$ cat src/rtl/i2cms_pkg.sv
// ----------------------------------------------------------------------------
// I2C master bit sequencer package
// Phase encoding, command codes and the state and result records that are
// shared by the step logic and the top level.
// ----------------------------------------------------------------------------
package i2cms_pkg;

    localparam logic [2:0] REQ_TICK  = 3'd0;
    localparam logic [2:0] REQ_WRST  = 3'd1;
    localparam logic [2:0] REQ_WRBY  = 3'd2;
    localparam logic [2:0] REQ_READ  = 3'd3;
    localparam logic [2:0] REQ_STOP  = 3'd4;

    localparam int unsigned BITS_PER_BYTE = 8;

    typedef enum logic [4:0] {
        PH_IDLE = 5'd0,
        PH_ST1  = 5'd1,
        PH_ST2  = 5'd2,
        PH_ST3  = 5'd3,
        PH_ST4  = 5'd4,
        PH_TB_A = 5'd5,
        PH_TB_B = 5'd6,
        PH_TB_C = 5'd7,
        PH_AK_A = 5'd8,
        PH_AK_B = 5'd9,
        PH_AK_C = 5'd10,
        PH_RB_A = 5'd11,
        PH_RB_B = 5'd12,
        PH_RB_C = 5'd13,
        PH_MA_A = 5'd14,
        PH_MA_B = 5'd15,
        PH_MA_C = 5'd16,
        PH_SP1  = 5'd17,
        PH_SP2  = 5'd18,
        PH_SP3  = 5'd19,
        PH_SP4  = 5'd20
    } phase_t;

    typedef struct packed {
        phase_t     phase;
        logic [2:0] command;
        logic [3:0] bit_count;
        logic [7:0] shift_reg;
        logic [7:0] bytes_left;
        logic [7:0] addr_rw;
        logic       scl_out;
        logic       sda_out;
        logic       sda_enable;
    } state_t;

    typedef struct packed {
        logic       busy;
        logic       ack_valid;
        logic       ack_seen;
        logic       rx_valid;
        logic [7:0] rx_byte;
        logic       rx_last;
    } result_t;

    localparam state_t STATE_RESET = '{
        phase:      PH_IDLE,
        command:    REQ_TICK,
        bit_count:  4'd0,
        shift_reg:  8'd0,
        bytes_left: 8'd0,
        addr_rw:    8'd0,
        scl_out:    1'b1,
        sda_out:    1'b1,
        sda_enable: 1'b1
    };

endpackage

$ cat src/rtl/i2cms_step.sv
// ----------------------------------------------------------------------------
// I2C master bit sequencer step logic
// Takes the sequencer state and one tick's request and sample, and gives the
// state after that tick's pin step together with the reported status.
// ----------------------------------------------------------------------------
module i2cms_step
    import i2cms_pkg::*;
(
    input  state_t     st,
    input  logic [2:0] req_type,
    input  logic [6:0] req_addr,
    input  logic [7:0] req_data,
    input  logic [7:0] req_len,
    input  logic       sda_sample,
    output state_t     nx,
    output result_t    res
);

    always_comb
    begin
        nx = st;

        if (st.phase == PH_IDLE && (req_type == REQ_WRST || req_type == REQ_WRBY ||
                                    req_type == REQ_READ || req_type == REQ_STOP))
        begin
            nx.command = req_type;
            priority if (req_type == REQ_WRST || req_type == REQ_READ)
            begin
                nx.addr_rw    = {req_addr, req_type == REQ_READ};
                nx.bytes_left = (req_type == REQ_READ) ? req_len : 8'd0;
                nx.phase      = PH_ST1;
            end
            else if (req_type == REQ_WRBY)
            begin
                nx.shift_reg  = req_data;
                nx.bit_count  = 4'd0;
                nx.bytes_left = 8'd0;
                nx.phase      = PH_TB_A;
            end
            else
            begin
                nx.phase = PH_SP1;
            end
        end

        unique case (nx.phase)
            PH_IDLE:
            begin
            end
            PH_ST1:
            begin
                nx.sda_out    = 1'b1;
                nx.sda_enable = 1'b1;
                nx.phase      = PH_ST2;
            end
            PH_ST2:
            begin
                nx.scl_out = 1'b1;
                nx.phase   = PH_ST3;
            end
            PH_ST3:
            begin
                nx.sda_out = 1'b0;
                nx.phase   = PH_ST4;
            end
            PH_ST4:
            begin
                nx.scl_out   = 1'b0;
                nx.shift_reg = nx.addr_rw;
                nx.bit_count = 4'd0;
                nx.phase     = PH_TB_A;
            end
            PH_TB_A:
            begin
                nx.scl_out    = 1'b0;
                nx.sda_enable = 1'b1;
                nx.sda_out    = nx.shift_reg[7];
                nx.phase      = PH_TB_B;
            end
            PH_TB_B:
            begin
                nx.scl_out = 1'b1;
                nx.phase   = PH_TB_C;
            end
            PH_TB_C:
            begin
                nx.scl_out   = 1'b0;
                nx.shift_reg = {nx.shift_reg[6:0], 1'b0};
                nx.bit_count = nx.bit_count + 4'd1;
                nx.phase     = (nx.bit_count >= 4'(BITS_PER_BYTE)) ? PH_AK_A : PH_TB_A;
            end
            PH_AK_A:
            begin
                nx.sda_enable = 1'b0;
                nx.phase      = PH_AK_B;
            end
            PH_AK_B:
            begin
                nx.scl_out = 1'b1;
                nx.phase   = PH_AK_C;
            end
            PH_AK_C:
            begin
                nx.scl_out    = 1'b0;
                nx.sda_enable = 1'b1;
                if (nx.command == REQ_READ && nx.bytes_left != 8'd0)
                begin
                    nx.shift_reg = 8'd0;
                    nx.bit_count = 4'd0;
                    nx.phase     = PH_RB_A;
                end
                else
                begin
                    nx.phase = PH_IDLE;
                end
            end
            PH_RB_A:
            begin
                nx.sda_enable = 1'b0;
                nx.scl_out    = 1'b0;
                nx.phase      = PH_RB_B;
            end
            PH_RB_B:
            begin
                nx.scl_out   = 1'b1;
                nx.shift_reg = {nx.shift_reg[6:0], sda_sample};
                nx.bit_count = nx.bit_count + 4'd1;
                nx.phase     = PH_RB_C;
            end
            PH_RB_C:
            begin
                nx.scl_out = 1'b0;
                nx.phase   = (nx.bit_count >= 4'(BITS_PER_BYTE)) ? PH_MA_A : PH_RB_A;
            end
            PH_MA_A:
            begin
                nx.sda_enable = 1'b1;
                nx.sda_out    = (nx.bytes_left == 8'd1);
                nx.phase      = PH_MA_B;
            end
            PH_MA_B:
            begin
                nx.scl_out = 1'b1;
                nx.phase   = PH_MA_C;
            end
            PH_MA_C:
            begin
                nx.scl_out    = 1'b0;
                nx.bytes_left = nx.bytes_left - 8'd1;
                if (nx.bytes_left == 8'd0)
                begin
                    nx.phase = PH_SP1;
                end
                else
                begin
                    nx.shift_reg = 8'd0;
                    nx.bit_count = 4'd0;
                    nx.phase     = PH_RB_A;
                end
            end
            PH_SP1:
            begin
                nx.scl_out = 1'b0;
                nx.phase   = PH_SP2;
            end
            PH_SP2:
            begin
                nx.sda_enable = 1'b1;
                nx.sda_out    = 1'b0;
                nx.phase      = PH_SP3;
            end
            PH_SP3:
            begin
                nx.scl_out = 1'b1;
                nx.phase   = PH_SP4;
            end
            PH_SP4:
            begin
                nx.sda_out = 1'b1;
                nx.phase   = PH_IDLE;
            end
            default:
            begin
                nx.phase = PH_IDLE;
            end
        endcase
    end

    // A command accepted while idle never starts in a sampling phase, so the
    // ack and receive status depend only on the phase held before this tick.
    always_comb
    begin
        res = '0;

        unique case (st.phase)
            PH_AK_B:
            begin
                res.ack_valid = 1'b1;
                res.ack_seen  = ~sda_sample;
            end
            PH_RB_B:
            begin
                if (st.bit_count + 4'd1 >= 4'(BITS_PER_BYTE))
                begin
                    res.rx_valid = 1'b1;
                    res.rx_byte  = {st.shift_reg[6:0], sda_sample};
                    res.rx_last  = (st.bytes_left == 8'd1);
                end
            end
            default:
            begin
            end
        endcase

        res.busy = (nx.phase != PH_IDLE);
    end

endmodule

$ cat src/rtl/i2c_master_bit_sequencer_top.sv
// ----------------------------------------------------------------------------
// I2C master bit sequencer
// Each input transaction is one bus tick carrying a command and the sampled
// SDA level; each output transaction gives the pin levels and the status
// that hold after that tick's step.
//
// The slave channel takes one transaction per tick: tuser carries the
// command code, tdata the address, write byte, read length and SDA sample.
// The master channel returns exactly one transaction per input transaction,
// in order, with tlast marking the last byte of a read transfer.
// A transaction goes through an input register and the step logic into an
// output register, which then offers its result.
// With the master side ready the block takes one transaction every cycle.
// When the receiver stalls, the output register holds its result, the
// input register holds the next transaction and tready drops once both are
// full; no transaction is lost. Reset empties both registers, returns the
// sequencer to idle and sets SCL and SDA high with SDA driven.
// ----------------------------------------------------------------------------
module i2c_master_bit_sequencer_top
    import i2cms_pkg::*;
(
    input  logic        clk,
    input  logic        rst_n,

    input  logic        s_axis_tvalid,
    output logic        s_axis_tready,
    // Fields from bit 0: req_addr[6:0], req_data[14:7], req_len[22:15], sda_sample[23].
    input  logic [23:0] s_axis_tdata,
    // Fields from bit 0: req_type[2:0].
    input  logic [2:0]  s_axis_tuser,

    output logic        m_axis_tvalid,
    input  logic        m_axis_tready,
    // Fields from bit 0: scl_level, sda_level, sda_drive, busy_res, ack_valid,
    // ack_seen, rx_valid, rx_byte[14:7], zero padding[15].
    output logic [15:0] m_axis_tdata,
    output logic        m_axis_tlast
);

    logic        in_valid_reg;
    logic [23:0] in_data_reg;
    logic [2:0]  in_type_reg;
    logic        out_valid_reg;
    logic [15:0] out_data_reg;
    logic        out_last_reg;
    state_t      state_reg;
    state_t      state_next;
    result_t     res;
    logic        advance;

    assign advance       = in_valid_reg && (!out_valid_reg || m_axis_tready);
    assign s_axis_tready = !in_valid_reg || advance;

    i2cms_step u_step
    (
        .st         (state_reg),
        .req_type   (in_type_reg),
        .req_addr   (in_data_reg[6:0]),
        .req_data   (in_data_reg[14:7]),
        .req_len    (in_data_reg[22:15]),
        .sda_sample (in_data_reg[23]),
        .nx         (state_next),
        .res        (res)
    );

    always_ff @(posedge clk or negedge rst_n)
    begin
        if (!rst_n)
        begin
            in_valid_reg  <= 1'b0;
            out_valid_reg <= 1'b0;
            state_reg     <= STATE_RESET;
        end
        else
        begin
            if (s_axis_tready)
            begin
                in_valid_reg <= s_axis_tvalid;
            end
            if (advance)
            begin
                out_valid_reg <= 1'b1;
                state_reg     <= state_next;
            end
            else if (m_axis_tready)
            begin
                out_valid_reg <= 1'b0;
            end
        end
    end

    always_ff @(posedge clk)
    begin
        if (s_axis_tready && s_axis_tvalid)
        begin
            in_data_reg <= s_axis_tdata;
            in_type_reg <= s_axis_tuser;
        end
        if (advance)
        begin
            out_data_reg <= {1'b0, res.rx_byte, res.rx_valid, res.ack_seen,
                             res.ack_valid, res.busy, state_next.sda_enable,
                             state_next.sda_out, state_next.scl_out};
            out_last_reg <= res.rx_last;
        end
    end

    assign m_axis_tvalid = out_valid_reg;
    assign m_axis_tdata  = out_data_reg;
    assign m_axis_tlast  = out_last_reg;

endmodule

$ cat config.mk
export PLATFORM = sky130hd
export DESIGN_NAME = i2c_master_bit_sequencer_top
export DESIGN_NICKNAME = d
export VERILOG_FILES = /design/src/rtl/i2cms_pkg.sv /design/src/rtl/i2cms_step.sv /design/src/rtl/i2c_master_bit_sequencer_top.sv
export SDC_FILE = /design/constraint.sdc
export NUM_CORES = 1
export LEC_CHECK = 0
export BUFFER_PORTS_ARGS = -buffer_cell sky130_fd_sc_hd__buf_2
export CAP_MARGIN = 10
export CORE_ASPECT_RATIO = 1.25
export CORE_MARGIN = 2
export CORE_UTILIZATION = 45
export DETAILED_ROUTE_END_ITERATION = 12
export PLACE_DENSITY_LB_ADDON = 0.15
export SLEW_MARGIN = 20
export SYNTH_ARGS = -nofsm -noshare
export SYNTH_HDL_FRONTEND = slang
export SYNTH_SLANG_ARGS = --single-unit
$ cat constraint.sdc
create_clock -name clk -period 4.1 [get_ports clk]
set_input_delay 1.23 -clock clk [delete_from_list [all_inputs] [get_ports clk]]
set_output_delay 1.23 -clock clk [all_outputs]
set_load 0.01 [all_outputs]
==> results.cfg <==
[run_status]
status = finished clean

[global_route]
grt_overflow = 0
grt_use_total_pct = 21.4
grt_pass1_vias = 3659
antenna_found_initial = 0
grt_pass1_wl_um = 19600
grt_max_degree = 42

[worst_setup_path]
start_kind = flip-flop
cp-end-kind = flip-flop
crit_arrival_ns = 4.00
cp_max_fo = 12
path_class = reg2reg
worstPathRequired_ns = 4.34

[cells_and_area]
n_fill_cell = 944
syn2layout_area_growth_pct = 14.8
seqCellArea_um2 = 2320
multiInputGateArea_um2 = 2310
nets = 552
n_antenna_cell = 0
final_core_util_pct = 52.8
largest_reg_flops = 39
drive_gt1_share_pct = 21.9

[floorplanning]
boundaryPins = 50
fp.dieArea_um2 = 11600
die_w_um = 96.7
coreArea_um2 = 10500
start_util_pct = 46.0
rows = 42
chipHeight_um = 120

[route]
routedWlPerCell_um = 18.8
ant_nets = 0
vias_per_cell = 6.02
dr.pass1.iters = 5
routed_wl_um = 12300
vias = 3930
drt_iter0_markers = 308
route.detailed.drc = 0

[cts]
htree_levels = 3
numCtsBuffers = 9
cts.sinks = 84
path_clk_slew_ns = 0.06
post_cts_buffers = 0
tritoncts = done
root_buffer = clkbuf_16
clkLatencyLatePin_ns = 0.34
cts_resized = 0
cts_hold_buf = 0
ctsLongestPathBuffers = 2

[logic_synthesis]
yosysWarnings = 0
postSynthCellCount = 476
netlist_top_cells_count = edfxtp_1 (43), nand2_1 (39), dfrtp_1 (38)
ys_seq_area_share_pct = 48.1
synth_edf_count = 43
yosys.cell_count.top_type = edfxtp_1
syn_nets = 512
synthFlopType = edfxtp_1
avgSynthCellArea_um2 = 10.1
synth.top_cell.area_share_pct = 26.7
ys_ff_latch = 84
netlist_area_um2 = 4830
synthArstFlopShare_pct = 48.8
synth_area_leader_cell = edfxtp_1
yosys-top-cells-area = edfxtp_1 (27%), dfrtp_1 (20%), mux2i_1 (3.1%)
synth_cell_types = 71

[timing]
final.setup_skew_ns = 0.00631
max_slew.worst_pin.slew_ns = 0.839
drv_slew = 0
fin_crit_ns = 3.76
slew_headroom_pct = 43.8
setup_tns_ns = 0
hold_viol = 0
setup_viol = 0
fin_crit_sh_pct = 91.8
max_freq_mhz = 266
rsz0062_at_grt = false

[pwr]
powerDensity_nw_per_um2 = 696
p_leak_nw = 2.23
irDropWorstVdd_mv = 0.315

[min_path]
hold_class = reg2reg

[flow_run]
drv_cap = 0

[placed_design]
dpl.hpwl_um = 8850
place.port_buffers = 48
routabilityCongestion = 0.951
## layer usage
| metal | vias to the layer above | track usage, % | wire length [um] |
|---|---|---|---|
| met4 | 0 | 7.66 | 254 |
| met5 | - | 0 | 0 |
| li1 | 1876 | - | - |
| met3 | 19 | 3.67 | 648 |
| met2 | 157 | 34.6 | 5870 |
| met1 | 1878 | 29.1 | 5500 |
## report_power, final
group          internal (mW)  switching (mW)
clock network          0.541           0.340
logic                  0.644            1.02
registers               1.14           0.175
total                   2.33            1.53
## cell families (layout without fill, tap and decap cells)
family                     Yosys count  in the layout  synth area share [%]
xor gates and xnor gates            10             10                  1.81
adders and majority gates            5              5                  1.30
AOI/OAI and AO/OA                  127            127                  19.0
and+or+nand+nor                    172            172                  19.7
other                                1              1                0.0776
buffers and inverters               50             95                  4.20
DFF                                 84             84                  48.1
muxes                               27             27                  5.91
## cell type report
class,count,share of cell area [%]
flip-flops and latches,84,41.9
multi-input cells,342,41.6
repair buffers,60,6.41
clock buffers,10,4.13
well taps,132,2.98
clock inverters,6,1.74
inverters,19,1.29
## worst max-delay path, stage by stage, from the launching register on
cell and delay, ns:
edfxtp_1 0.54, and2_1 0.26, and3_1 0.28, a22oi_1 0.32
ha_1 0.33, or4b_2 0.60, a21oi_1 0.22, o21ai_0 0.08
or4_1 0.39, o21ba_2 0.25, a31oi_2 0.16, o31ai_1 0.25
## final timing paths
kind | startpoint | to | slack, ns | cells past startpoint
setup / recovery | in_type_reg[1] | state_reg[29] | 0.34 | 11
hold / removal | state_reg[3] | state_reg[3] | 0.50 | 2
setup reg to reg | in_type_reg[1] | state_reg[29] | 0.34 | 11
hold reg to reg | state_reg[3] | state_reg[3] | 0.50 | 2
max in group asynchronous | rst_n | state_reg[3] | 2.78 | 2
min in group asynchronous | rst_n | state_reg[35] | 0.83 | 1
## through the flow
| stage | setup WS (ns) | area [um^2] | std cells | power (mW) | hold WS (ns) |
|---|---|---|---|---|---|
| after floorplan | 0.714 | 4830 | 476 | 2.50 | 0.450 |
| after global placement | 0.510 | 5200 | 636 | 2.95 | 0.477 |
| after detailed placement | 0.350 | 5200 | 636 | 2.96 | 0.489 |
| after CTS | 0.361 | 5520 | 652 | 3.86 | 0.503 |
| after global routing | 0.155 | 5540 | 653 | 4.10 | 0.526 |
| final | 0.335 | 5540 | 653 | 3.86 | 0.496 |
## layout by cell type, fill, tap and decap left out, types with 7 or more instances in the layout
cell        n
nor3_1      7
o21ai_0    27
a21oi_1    23
o32ai_1     8
o21a_1      8
dfrtp_1    38
nand2_1    39
edfxtp_1   43
and2_1     11
and3_1      9
buf_4      10
nor2_1     35
nand3_1    20
o221ai_1    9
clkbuf_16   9
buf_2      48
mux2i_1    15
inv_1      19
mux2_2     12
(Power assumes the default switching activity.)
